**src/hw/rtl/roc_pkg.sv**
```systemverilog
// Package for the read overlap classifier: record types, codes and compare helpers.
package roc_pkg;

  localparam int POS_W    = 24;
  localparam int POS_BITS = 24;
  localparam int TOL_W    = 16;
  localparam int OVH_W    = 25;
  localparam int SVAL_W   = POS_W + 3;
  localparam int IN_DATA_W  = 152;
  localparam int OUT_DATA_W = 112;

  localparam logic [POS_W-1:0] POS_MASK =
    (POS_BITS >= POS_W) ? {POS_W{1'b1}} : POS_W'((64'd1 << POS_BITS) - 64'd1);

  localparam logic CFG_POS_TOL = 1'b0;
  localparam logic CFG_END_TOL = 1'b1;

  typedef logic signed [SVAL_W-1:0] sval_t;
  typedef logic signed [OVH_W-1:0]  ovh_t;

  typedef enum logic [2:0] {
    LOC_LEFT       = 3'd0,
    LOC_RIGHT      = 3'd1,
    LOC_EQUAL      = 3'd2,
    LOC_CONTAINING = 3'd3,
    LOC_CONTAINED  = 3'd4,
    LOC_ABNORMAL   = 3'd5
  } loc_t;

  typedef enum logic [1:0] {
    MARK_NONE  = 2'd0,
    MARK_LEFT  = 2'd1,
    MARK_RIGHT = 2'd2,
    MARK_BOTH  = 2'd3
  } mark_t;

  typedef enum logic [1:0] {
    CMP_LT = 2'd0,
    CMP_EQ = 2'd1,
    CMP_GT = 2'd2
  } cmp_t;

  localparam ovh_t OVH_NONE = '1;

  typedef struct packed {
    logic             b_strand;
    logic [POS_W-1:0] b_len;
    logic [POS_W-1:0] b_end;
    logic [POS_W-1:0] b_start;
    logic             a_strand;
    logic [POS_W-1:0] a_len;
    logic [POS_W-1:0] a_end;
    logic [POS_W-1:0] a_start;
  } in_rec_t;

  typedef struct packed {
    mark_t end_mark_b;
    mark_t end_mark_a;
    ovh_t  best_overhang_b;
    ovh_t  best_overhang_a;
    logic  ends_reach;
    ovh_t  class_overhang_b;
    ovh_t  class_overhang_a;
    loc_t  location_seen;
    loc_t  location;
  } out_rec_t;

  function automatic sval_t pos_val(input logic [POS_W-1:0] v);
    return sval_t'({3'b000, v & POS_MASK});
  endfunction

  function automatic cmp_t cmp_tol(input sval_t x, input sval_t y, input sval_t tol);
    cmp_t r;
    if (x < y - tol) r = CMP_LT;
    else if (x > y + tol) r = CMP_GT;
    else r = CMP_EQ;
    return r;
  endfunction

  function automatic sval_t max2(input sval_t x, input sval_t y);
    return (x > y) ? x : y;
  endfunction

endpackage

```
**src/hw/rtl/read_overlap_classifier.sv**
```systemverilog
// Read overlap classifier: classes, overhangs, end reach and end marks per record.
//
// Input channel in_*: one overlap record per transfer. in_tdata carries the spans,
// lengths and strands of reads A and B; in_tuser asks for the class seen from B.
// Output channel out_*: one result record per input record, in order.
// Configuration: cfg_wr_en writes cfg_wdata to the tolerance picked by cfg_index
// (0 position tolerance, 1 end tolerance). Write only while the block is idle.
//
// An input transfer reaches out_tvalid through an input register, one level of
// compares, subtracts and a min of four, then the result register.
// Throughput is one record per cycle while out_tready is high; each stage holds on its own.
// When the receiver stalls, the result register holds and the input register
// fills; in_tready drops once both are full and rises in the cycle that
// out_tready frees the result register.
// Reset (rst_n low, synchronous) empties both stages and clears the tolerances
// to 0.
module read_overlap_classifier (
  input  logic                      clk,
  input  logic                      rst_n,
  // a_start, a_end, a_len, a_strand, b_start, b_end, b_len, b_strand, zero fill
  input  logic [roc_pkg::IN_DATA_W-1:0]  in_tdata,
  // view_from_b
  input  logic                      in_tuser,
  input  logic                      in_tvalid,
  output logic                      in_tready,
  // location, location_seen, class_overhang_a, class_overhang_b, ends_reach,
  // best_overhang_a, best_overhang_b, end_mark_a, end_mark_b, zero fill
  output logic [roc_pkg::OUT_DATA_W-1:0] out_tdata,
  output logic                      out_tvalid,
  input  logic                      out_tready,
  input  logic                      cfg_wr_en,
  input  logic                      cfg_index,
  input  logic [roc_pkg::TOL_W-1:0] cfg_wdata
);
  import roc_pkg::*;

  logic [TOL_W-1:0] ptol_r, etol_r;
  in_rec_t          s1_rec_r;
  logic             s1_view_r;
  logic             s1_valid_r;
  out_rec_t         out_rec_r, out_rec_nxt;
  logic             out_valid_r;
  logic             s2_ready, s1_ready;

  assign s2_ready  = !out_valid_r || out_tready;
  assign s1_ready  = !s1_valid_r || s2_ready;
  assign in_tready = s1_ready;

  always_ff @(posedge clk) begin
    if (!rst_n) begin
      ptol_r <= '0;
      etol_r <= '0;
    end else if (cfg_wr_en) begin
      unique case (cfg_index)
        CFG_POS_TOL: ptol_r <= cfg_wdata;
        CFG_END_TOL: etol_r <= cfg_wdata;
        default: ;
      endcase
    end
  end

  always_ff @(posedge clk) begin
    if (!rst_n) begin
      s1_valid_r <= 1'b0;
    end else if (s1_ready) begin
      s1_valid_r <= in_tvalid;
    end
  end

  always_ff @(posedge clk) begin
    if (s1_ready && in_tvalid) begin
      s1_rec_r  <= in_rec_t'(in_tdata[$bits(in_rec_t)-1:0]);
      s1_view_r <= in_tuser;
    end
  end

  sval_t as, ae, al, bs, be, bl, ptol, etol;
  sval_t a0, a1, b0, b1;
  sval_t oas, oae, obs, obe;
  sval_t coa, cob, boa, bob;
  sval_t cand0, cand1, cand2, cand3;
  cmp_t  sa, ea, sb, eb;
  logic  same;
  loc_t  loc, seen;
  logic  [1:0] pick;
  mark_t ma, mb;
  logic  reach;

  always_comb begin
    as   = pos_val(s1_rec_r.a_start);
    ae   = pos_val(s1_rec_r.a_end);
    al   = pos_val(s1_rec_r.a_len);
    bs   = pos_val(s1_rec_r.b_start);
    be   = pos_val(s1_rec_r.b_end);
    bl   = pos_val(s1_rec_r.b_len);
    ptol = sval_t'({{(SVAL_W-TOL_W){1'b0}}, ptol_r});
    etol = sval_t'({{(SVAL_W-TOL_W){1'b0}}, etol_r});
    same = (s1_rec_r.a_strand == s1_rec_r.b_strand);

    sa = cmp_tol(as, '0, ptol);
    ea = cmp_tol(ae, al, ptol);
    sb = cmp_tol(bs, '0, ptol);
    eb = cmp_tol(be, bl, ptol);

    priority if (same && sa == CMP_GT && ea == CMP_EQ && sb == CMP_EQ && eb == CMP_LT)
      loc = LOC_LEFT;
    else if (same && sa == CMP_EQ && ea == CMP_LT && sb == CMP_GT && eb == CMP_EQ)
      loc = LOC_RIGHT;
    else if (!same && sa == CMP_EQ && ea == CMP_LT && sb == CMP_EQ && eb == CMP_LT)
      loc = LOC_LEFT;
    else if (!same && sa == CMP_GT && ea == CMP_EQ && sb == CMP_GT && eb == CMP_EQ)
      loc = LOC_RIGHT;
    else if (sa == CMP_EQ && ea == CMP_EQ && sb == CMP_EQ && eb == CMP_EQ)
      loc = LOC_EQUAL;
    else if (sa != CMP_LT && ea != CMP_GT && sb == CMP_EQ && eb == CMP_EQ)
      loc = LOC_CONTAINING;
    else if (sa == CMP_EQ && ea == CMP_EQ && sb != CMP_LT && eb != CMP_GT)
      loc = LOC_CONTAINED;
    else
      loc = LOC_ABNORMAL;

    seen = loc;
    if (s1_view_r) begin
      unique case (loc)
        LOC_LEFT:       seen = same ? LOC_RIGHT : LOC_LEFT;
        LOC_RIGHT:      seen = same ? LOC_LEFT : LOC_RIGHT;
        LOC_CONTAINING: seen = LOC_CONTAINED;
        LOC_CONTAINED:  seen = LOC_CONTAINING;
        default:        seen = loc;
      endcase
    end

    a0 = as;
    a1 = al - ae;
    b0 = bs;
    b1 = bl - be;

    coa = '1;
    cob = '1;
    unique case (loc)
      LOC_LEFT: begin
        coa = same ? a1 : a0;
        cob = b0;
      end
      LOC_RIGHT: begin
        coa = same ? a0 : a1;
        cob = b1;
      end
      LOC_CONTAINED:  coa = max2(a0, a1);
      LOC_CONTAINING: cob = max2(b0, b1);
      LOC_EQUAL: begin
        coa = max2(a0, a1);
        cob = max2(b0, b1);
      end
      default: ;
    endcase

    oas   = s1_rec_r.a_strand ? al - ae : as;
    oae   = s1_rec_r.a_strand ? al - as : ae;
    obs   = s1_rec_r.b_strand ? bl - be : bs;
    obe   = s1_rec_r.b_strand ? bl - bs : be;
    reach = !((oas > etol && obs > etol) || (oae < al - etol && obe < bl - etol));

    cand0 = same ? max2(a0, b1) : max2(a0, b0);
    cand1 = same ? max2(a1, b0) : max2(a1, b1);
    cand2 = max2(a0, a1);
    cand3 = max2(b0, b1);
    // ties keep the earlier candidate
    pick = 2'd0;
    if (cand1 < cand0) pick = 2'd1;
    if (cand2 < ((pick == 2'd1) ? cand1 : cand0)) pick = 2'd2;
    if (cand3 < ((pick == 2'd2) ? cand2 : (pick == 2'd1) ? cand1 : cand0)) pick = 2'd3;

    unique case (pick)
      2'd0: begin
        boa = a0;
        bob = same ? b1 : b0;
        ma  = MARK_LEFT;
        mb  = same ? MARK_RIGHT : MARK_LEFT;
      end
      2'd1: begin
        boa = a1;
        bob = same ? b0 : b1;
        ma  = MARK_RIGHT;
        mb  = same ? MARK_LEFT : MARK_RIGHT;
      end
      2'd2: begin
        boa = cand2;
        bob = '1;
        ma  = MARK_BOTH;
        mb  = MARK_NONE;
      end
      default: begin
        boa = '1;
        bob = cand3;
        ma  = MARK_NONE;
        mb  = MARK_BOTH;
      end
    endcase

    out_rec_nxt.location         = loc;
    out_rec_nxt.location_seen    = seen;
    out_rec_nxt.class_overhang_a = coa[OVH_W-1:0];
    out_rec_nxt.class_overhang_b = cob[OVH_W-1:0];
    out_rec_nxt.ends_reach       = reach;
    out_rec_nxt.best_overhang_a  = boa[OVH_W-1:0];
    out_rec_nxt.best_overhang_b  = bob[OVH_W-1:0];
    out_rec_nxt.end_mark_a       = ma;
    out_rec_nxt.end_mark_b       = mb;
  end

  always_ff @(posedge clk) begin
    if (!rst_n) begin
      out_valid_r <= 1'b0;
    end else if (s2_ready) begin
      out_valid_r <= s1_valid_r;
    end
  end

  always_ff @(posedge clk) begin
    if (s2_ready && s1_valid_r) begin
      out_rec_r <= out_rec_nxt;
    end
  end

  assign out_tvalid = out_valid_r;
  assign out_tdata  = {{(OUT_DATA_W-$bits(out_rec_t)){1'b0}}, out_rec_r};

`ifndef SYNTHESIS
  a_in_to_s1: assert property (@(posedge clk) disable iff (!rst_n)
    (in_tvalid && in_tready) |=> s1_valid_r)
    else $error("accepted record missing from input stage");

  a_s1_to_out: assert property (@(posedge clk) disable iff (!rst_n)
    (s1_valid_r && s2_ready) |=> out_valid_r)
    else $error("input stage advanced without a result");

  a_abnormal_none: assert property (@(posedge clk) disable iff (!rst_n)
    (out_valid_r && out_rec_r.location == LOC_ABNORMAL) |->
    (out_rec_r.class_overhang_a == OVH_NONE && out_rec_r.class_overhang_b == OVH_NONE))
    else $error("abnormal class with class overhang");
`endif

endmodule
```
**config.mk**
```make
export PLATFORM = sky130hd
export DESIGN_NAME = read_overlap_classifier
export DESIGN_NICKNAME = d
export VERILOG_FILES = /design/src/hw/rtl/roc_pkg.sv /design/src/hw/rtl/read_overlap_classifier.sv
export SDC_FILE = /design/constraint.sdc
export NUM_CORES = 2
export LEC_CHECK = 0
export ABC_AREA = 1
export BUFFER_PORTS_ARGS = -buffer_cell sky130_fd_sc_hd__buf_2
export CAP_MARGIN = 20
export CORE_MARGIN = 2
export CORE_UTILIZATION = 52
export CTS_CLUSTER_SIZE = 14
export DETAILED_ROUTE_END_ITERATION = 6
export GPL_TIMING_DRIVEN = 0
export PLACE_DENSITY = 0.74
export SYNTH_ARGS = -nofsm -noshare
export SYNTH_HDL_FRONTEND = slang
export SYNTH_SLANG_ARGS = --single-unit
```
**constraint.sdc**
```tcl
create_clock -name clk -period 10 [get_ports clk]
set_input_delay 1 -clock clk [delete_from_list [all_inputs] [get_ports clk]]
set_output_delay 1 -clock clk [all_outputs]
set_load 0.01 [all_outputs]
```
# ---- Word-level counts from Yosys, hierarchy flattened
# Index checks and enable logic that the tools add are counted.
dict set report word_totals {
  reg_bits 292
  latch_bits 0
  mem_bits_rw 0
  romBits 0
  in_bits 175
  output_inout_bits 114
  word_cells 167
  mem_count 0
}
dict set report op_classes {
  n_addsub 11
  multipliers 0
  n_div 0
  order_cmp 21
  n_eq_ne 18
  shift 0
  n_mux 49
  bitwise 1
  n_reduce_logical 45
}
# operator count
set ops {}
lappend ops {{$mux 27} 14}
lappend ops {{$pmux 25 s3} 4}
lappend ops {{$gt 25x25->1} 5}
lappend ops {{$mux 25} 4}
lappend ops {{$sub 24x16->25} 4}
lappend ops {{$sub 24x24->25} 4}
lappend ops {{$lt 27x27->1} 3}
lappend ops {{$gt 27x17->1} 2}
lappend ops {{$lt 27x25->1} 2}
lappend ops {{$add 24x16->25} 2}
lappend ops {{$gt 24x25->1} 2}
lappend ops {{$lt 25x17->1} 2}
lappend ops {{$lt 25x25->1} 2}
lappend ops {{$gt 24x16->1} 2}
lappend ops {{$logic_and 1x1->1} 28}
lappend ops {{$gt 24x24->1} 1}
lappend ops {{$mux 2} 12}
lappend ops {{$mux 24} 1}
lappend ops {{$mux 3} 7}
lappend ops {{$sub 1x16->17 const A} 1}
lappend ops {{$eq 2x1->1 const B} 7}
lappend ops {{$pmux 2 s3} 2}
lappend ops {{$pmux 3 s4} 1}
lappend ops {{$eq 2x2->1 const B} 4}
lappend ops {{other kinds (14)} 29}

# ---- Logic depth before layout (Yosys ltp)
dict set report logic_depth {
  depth_word 18
  depth_mapped 85
  ltp_nobuf 80
}

# ---- Worst setup path before layout
# Ideal clock, no wire load.
dict set report synth_timing {
  path_type {reg-to-reg}
  start {register s1_rec_r (netlist bit al[0])}
  end {register out_rec_r (netlist bit out_tdata[96]) (data pin)}
  setup_ns 0.252
  arrival_ns 10.380
  required_ns 9.748
  setup_slack_ns -0.632
  path_stages_with_launch 76
  n_path_buf 6
  synth_period_minus_slack_ns 10.632
  cell_sequence {edfxtp_1 > inv_1 > ha_1 > inv_1 > fa_1 > nand3_1 > nand3_1 > a21oi_1 > o21bai_1 > xnor2_1 > inv_1 > ha_1 > nand2_1 > inv_1 > nand3_1 > inv_1 > a211oi_1 > nand3_1 > [... 40 more ...] > nand2_1 > nand2_1 > nand3_1 > nand2_2 > inv_4 > buf_2 > nor2_1 > inv_1 > ha_1 > inv_1 > nor2_1 > inv_1 > clkbuf_1 > o211ai_1 > inv_1 > nand2_1 > nand2_1 > nand2_1}
}
dict set report synth_between {
  elab_chain_cells 17
  elab_cells_between_ends 24
  cone_classes {add/sub (1); order compare (6); eq/ne (5); mux (11); reduce/logical (1)}
}
# item line
set synth_rtl {}
lappend synth_rtl {{start: declaration} read_overlap_classifier.sv:38} ;# in_rec_t s1_rec_r;
lappend synth_rtl {{start signal: assignment} read_overlap_classifier.sv:72} ;# s1_rec_r <= in_rec_t'(in_tdata[$bits(in_rec_t)-1:0]);
lappend synth_rtl {{$sub 24x24->25 *} read_overlap_classifier.sv:134} ;# a1 = al - ae;
lappend synth_rtl {{$gt 25x25->1} roc_pkg.sv:81} ;# return (x > y) ? x : y;
lappend synth_rtl {{$mux 27} roc_pkg.sv:81}
lappend synth_rtl {{$mux 27} read_overlap_classifier.sv:165} ;# cand1 = same ? max2(a1, b0) : max2(a1, b1);
lappend synth_rtl {{$lt 27x27->1} read_overlap_classifier.sv:170} ;# if (cand1 < cand0) pick = 2'd1;
lappend synth_rtl {{$mux 1} read_overlap_classifier.sv:170}
lappend synth_rtl {{$eq 2x1->1} read_overlap_classifier.sv:171} ;# if (cand2 < ((pick == 2'd1) ? cand1 : cand0)) pick = 2'd2;
lappend synth_rtl {{$mux 27} read_overlap_classifier.sv:171}
lappend synth_rtl {{$lt 27x27->1} read_overlap_classifier.sv:171}
lappend synth_rtl {{$mux 2} read_overlap_classifier.sv:171}
lappend synth_rtl {{$eq 2x1->1} read_overlap_classifier.sv:172} ;# if (cand3 < ((pick == 2'd2) ? cand2 : (pick == 2'd1) ? cand1 : cand0)) pick = 2'd3;
lappend synth_rtl {{$mux 27 (2 in series)} read_overlap_classifier.sv:172}
lappend synth_rtl {{$lt 27x27->1} read_overlap_classifier.sv:172}
lappend synth_rtl {{$mux 2 *} read_overlap_classifier.sv:172}
lappend synth_rtl {{$eq 2x2->1, or another cell as far along} read_overlap_classifier.sv:174} ;# unique case (pick)
lappend synth_rtl {{$pmux 25 s3 *} read_overlap_classifier.sv:174}
lappend synth_rtl {{named net bob[14]} read_overlap_classifier.sv:80} ;# sval_t coa, cob, boa, bob;
lappend synth_rtl {{end signal: assignment} read_overlap_classifier.sv:222} ;# out_rec_r <= out_rec_nxt;
lappend synth_rtl {{end: declaration} read_overlap_classifier.sv:41} ;# out_rec_t out_rec_r, out_rec_nxt;
# Mark *: on every way through the listed nets, which the timed path passes. The rest lies on a longest branch.
# A chain may end at the register's enable or synchronous reset.

# ---- Final worst setup path
dict set report layout_timing {
  start {register s1_rec_r[72] (netlist bit)}
  end {register out_rec_r (netlist bit out_tdata[73]) (data pin)}
}
dict set report layout_between {
  elab_chain_cells 15
  elab_cells_between_ends 19
  cone_classes {order compare (3); eq/ne (6); mux (9); reduce/logical (1)}
}
# item line
set layout_rtl {}
lappend layout_rtl {{$eq 1x1->1 *} read_overlap_classifier.sv:98} ;# same = (s1_rec_r.a_strand == s1_rec_r.b_strand);
lappend layout_rtl {{$mux 27 (on tied branches)} {read_overlap_classifier.sv:165, read_overlap_classifier.sv:164}}
lappend layout_rtl {{$lt 27x27->1} read_overlap_classifier.sv:170}
lappend layout_rtl {{$mux 1} read_overlap_classifier.sv:170}
lappend layout_rtl {{$eq 2x1->1} read_overlap_classifier.sv:171}
lappend layout_rtl {{$mux 27} read_overlap_classifier.sv:171}
lappend layout_rtl {{$lt 27x27->1} read_overlap_classifier.sv:171}
lappend layout_rtl {{$mux 2} read_overlap_classifier.sv:171}
lappend layout_rtl {{$eq 2x1->1} read_overlap_classifier.sv:172}
lappend layout_rtl {{$mux 27 (2 in series)} read_overlap_classifier.sv:172}
lappend layout_rtl {{$lt 27x27->1} read_overlap_classifier.sv:172}
lappend layout_rtl {{$mux 2 *} read_overlap_classifier.sv:172}
lappend layout_rtl {{$eq 2x2->1, or another cell as far along} read_overlap_classifier.sv:174}
lappend layout_rtl {{$pmux 25 s3 *} read_overlap_classifier.sv:174}
lappend layout_rtl {{named net boa[16]} read_overlap_classifier.sv:80}
# Marks and branches as above.

==> impl_metrics.ini <==
[status]
status = finished, violations left
violations = design-rule violations, negative setup slack

[place]
dp.cells = 5962
dpl.hpwl_mm = 123.5
dpl_cell_area_um2 = 38280
io_buffers = 281
gp_congestion = 1.035

[yosys]
synth_top_area_cell = ha_1
ys_async_sr_fraction_pct = 0
synth.area.top_cells = ha_1 (23%), edfxtp_1 (22%), nand2_1 (11%)
synth_edf_count = 258
synth_top_area_share_pct = 23.07
netlist_area_um2 = 35470
synthFlopType = edfxtp_1
yosysWarnings = 0
ys_seq_area_share_pct = 23.76
synth_cells = 4789
synthDistinctLibCells = 64
syn_avg_cell_area_um2 = 7.407
yosys_register_bits = 292

[clock_tree]
htreeDepth = 1
path_clk_slew_ns = 0.06
cts_tree = built
clock-sinks = 292
clock_path_buffers = 3
cts_buffers = 30
clock_latency_ns = 0.62
cts_root_buf = clkbuf_16
holdBufCountCts = 0

[setup_path]
crit_type = reg -> reg
critPathSlowestCell = clkinv_1
required_ns = 10.36
arrival_ns = 11.69
critPathLaunchType = flip-flop
endpoint_kind = flip-flop
cp_max_fo = 10
cp_slowest_stage_delay_ns = 0.94

[routing]
drt_pass1_iterations = 7
antenna_left = 0
met3_length_mm = 21.13
drc = 6
vias = 39123
wl_met1_mm = 62.27
drtIter0Drc = 5077
routedWlPerCell_um = 26.09
wl_met2_mm = 66.23
top_layer = met5
routed_wl_mm = 162.8
vias_per_cell = 6.271

[sta]
period_needed_ns = 11.33
maxSlewViolCount = 0
finClkSkew_ns = 0.03420
slew_headroom_pct = 8.463
final_hold_viol_count = 0
fin_crit_sh_pct = 113.3
fmax_mhz = 88.24
finalWorstSetupSlack_ns = -1.333
grt_setup_unrepaired = true
tightest_slew_ns = 1.359
setup-violations-final = 53
hold_ws_ns = 0.5395

[global_routing]
track_usage_pct = 44.41
grt_pass1_vias = 35582
antenna_found_initial = 7
grt_pass1_wl_mm = 230.1
grt-ovfl-total = 0
grt_max_degree = 88

[cells_and_area]
synthToLayoutAreaGrowth_pct = 23.63
final_cells = 6239
final_layout_size_suffix_gt1_share_pct = 19.67
finalNetCount = 6182
stdcell_area_um2 = 43850

[die]
row_count = 95
io_pins = 289
dieWidth_um = 265.2
coreArea_um2 = 67400
fp.dieArea_um2 = 70320
die_h_um = 265.2
initial_core_util_pct = 52.63

[min_path]
hold_path_class = reg -> reg

[power_and_ir_drop]
total_leakage_power_nw = 20.10
irDropWorstVdd_mv = 0.1675
p_per_area_nw_per_um2 = 204.4

[flow_run]
maxCapViolCount = 0
layout by cell type, fill, tap and decap left out, types with 45 or more instances in the layout:
cell	count
o21ai_1	46
o211ai_1	45
nand2_2	63
buf_4	198
buf_2	297
nand2_1	1000
clkbuf_1	92
o21ai_0	369
nor2_1	241
nand4_1	98
edfxtp_1	258
ha_1	595
inv_1	477
nand3_1	144
xor2_1	117
a21oi_1	443
critical path, delay by kind of cell (launching register included):
family                   cells  cell delay, ns
buffers and inverters       22            5.58
AND/OR/NAND/NOR             21            2.20
AO/OA/AOI/OAI               10            1.96
adder cells (fa/ha/maj)      4            0.94
flip-flops                   1            0.32
sequential cells by signal, summed over array words and instances (netlist names):
| name | cells |
|---|---|
| a0 | 24 |
| ae | 24 |
| al | 24 |
| b0 | 24 |
| be | 24 |
| bl | 24 |
| etol_r | 16 |
| out_tdata | 111 |
| out_tvalid | 1 |
| ptol_r | 16 |
| s1_rec_r | 2 |
| s1_valid_r | 1 |
| s1_view_r | 1 |
repair_timing:
item                                    CTS  global route
cloned                                    4             4
endpoints found under the setup margin   54            54
resized for setup                       429           242
pin swaps                                89           122
setup buffers                           135            81
cells by family (layout without fill, tap and decap cells):
logic type                 Yosys count  after routing  share of synthesized area (%)
xor gates and xnor gates           193            193                          4.765
AOI/OAI and AO/OA                 1227           1227                          19.54
and+or+nand+nor                   1729           1730                          20.91
DFF                                292            292                          23.76
other                                2              7                        0.02117
buffers and inverters              682           1253                          7.372
adders and majority gates          664            664                          23.63
per-layer routing:
metal / global-route usage (%) / up-vias
met4: 27.68 / 6
met3: 12.55 / 609
met2: 65.55 / 2434
met5: 0 / -
met1: 57.25 / 18200
li1: - / 17874
power by group:
part           switching [W]  internal [W]
registers           0.000138       0.00152
clock network       0.000492      0.000667
logic                0.00381       0.00233
cell type report:
cell class | count | area, µm²
inverter | 530 | 2077
antenna | 3 | 7.507
clock buffer | 36 | 834.6
clock inverter | 16 | 168.9
buffer | 149 | 978.4
timing repair buffer | 522 | 3528
multi-input combinational | 3818 | 26740
fill | 5896 | 23540
sequential | 292 | 8428
tap | 873 | 1092
worst paths after layout:
| check | start | end | slack, ns | cells past startpoint |
|---|---|---|---|---|
| setup / recovery | s1_rec_r[72]$_DFFE_PP_ | out_tdata[73]$_DFFE_PP_ | -1.33 | 57 |
| hold reg to reg | out_tvalid$_SDFFE_PN0P_ | out_tvalid$_SDFFE_PN0P_ | 0.54 | 2 |
| setup reg to reg | s1_rec_r[72]$_DFFE_PP_ | out_tdata[73]$_DFFE_PP_ | -1.33 | 57 |
| hold / removal | out_tvalid$_SDFFE_PN0P_ | out_tvalid$_SDFFE_PN0P_ | 0.54 | 2 |
synth_stat cells, types with 44 or more instances:
| cell type | count |
|---|---|
| nand2_1 | 1059 |
| ha_1 | 654 |
| inv_1 | 507 |
| a21oi_1 | 475 |
| o21ai_0 | 461 |
| nor2_1 | 263 |
| edfxtp_1 | 258 |
| nand3_1 | 156 |
| xor2_1 | 136 |
| clkbuf_1 | 123 |
| nand4_1 | 98 |
| xnor2_1 | 57 |
| o211ai_1 | 45 |
| nor3_1 | 44 |
metrics by stage:
| step | power (W) | setup slack [ns] | TNS (ns) | utilization (%) |
|---|---|---|---|---|
| CTS | 0.008136 | -1.019 | -44.51 | 62.63 |
| global route | 0.009397 | -1.561 | -75.29 | 65.06 |
| floorplan | 0.004516 | 0.03619 | 0 | - |
| global placement | 0.006012 | -5.500 | -269.88 | 56.41 |
| finish | 0.008963 | -1.333 | -63.11 | 65.07 |
| detailed placement | 0.006077 | -5.354 | -264.52 | 56.79 |
(Power assumes the default switching activity.)
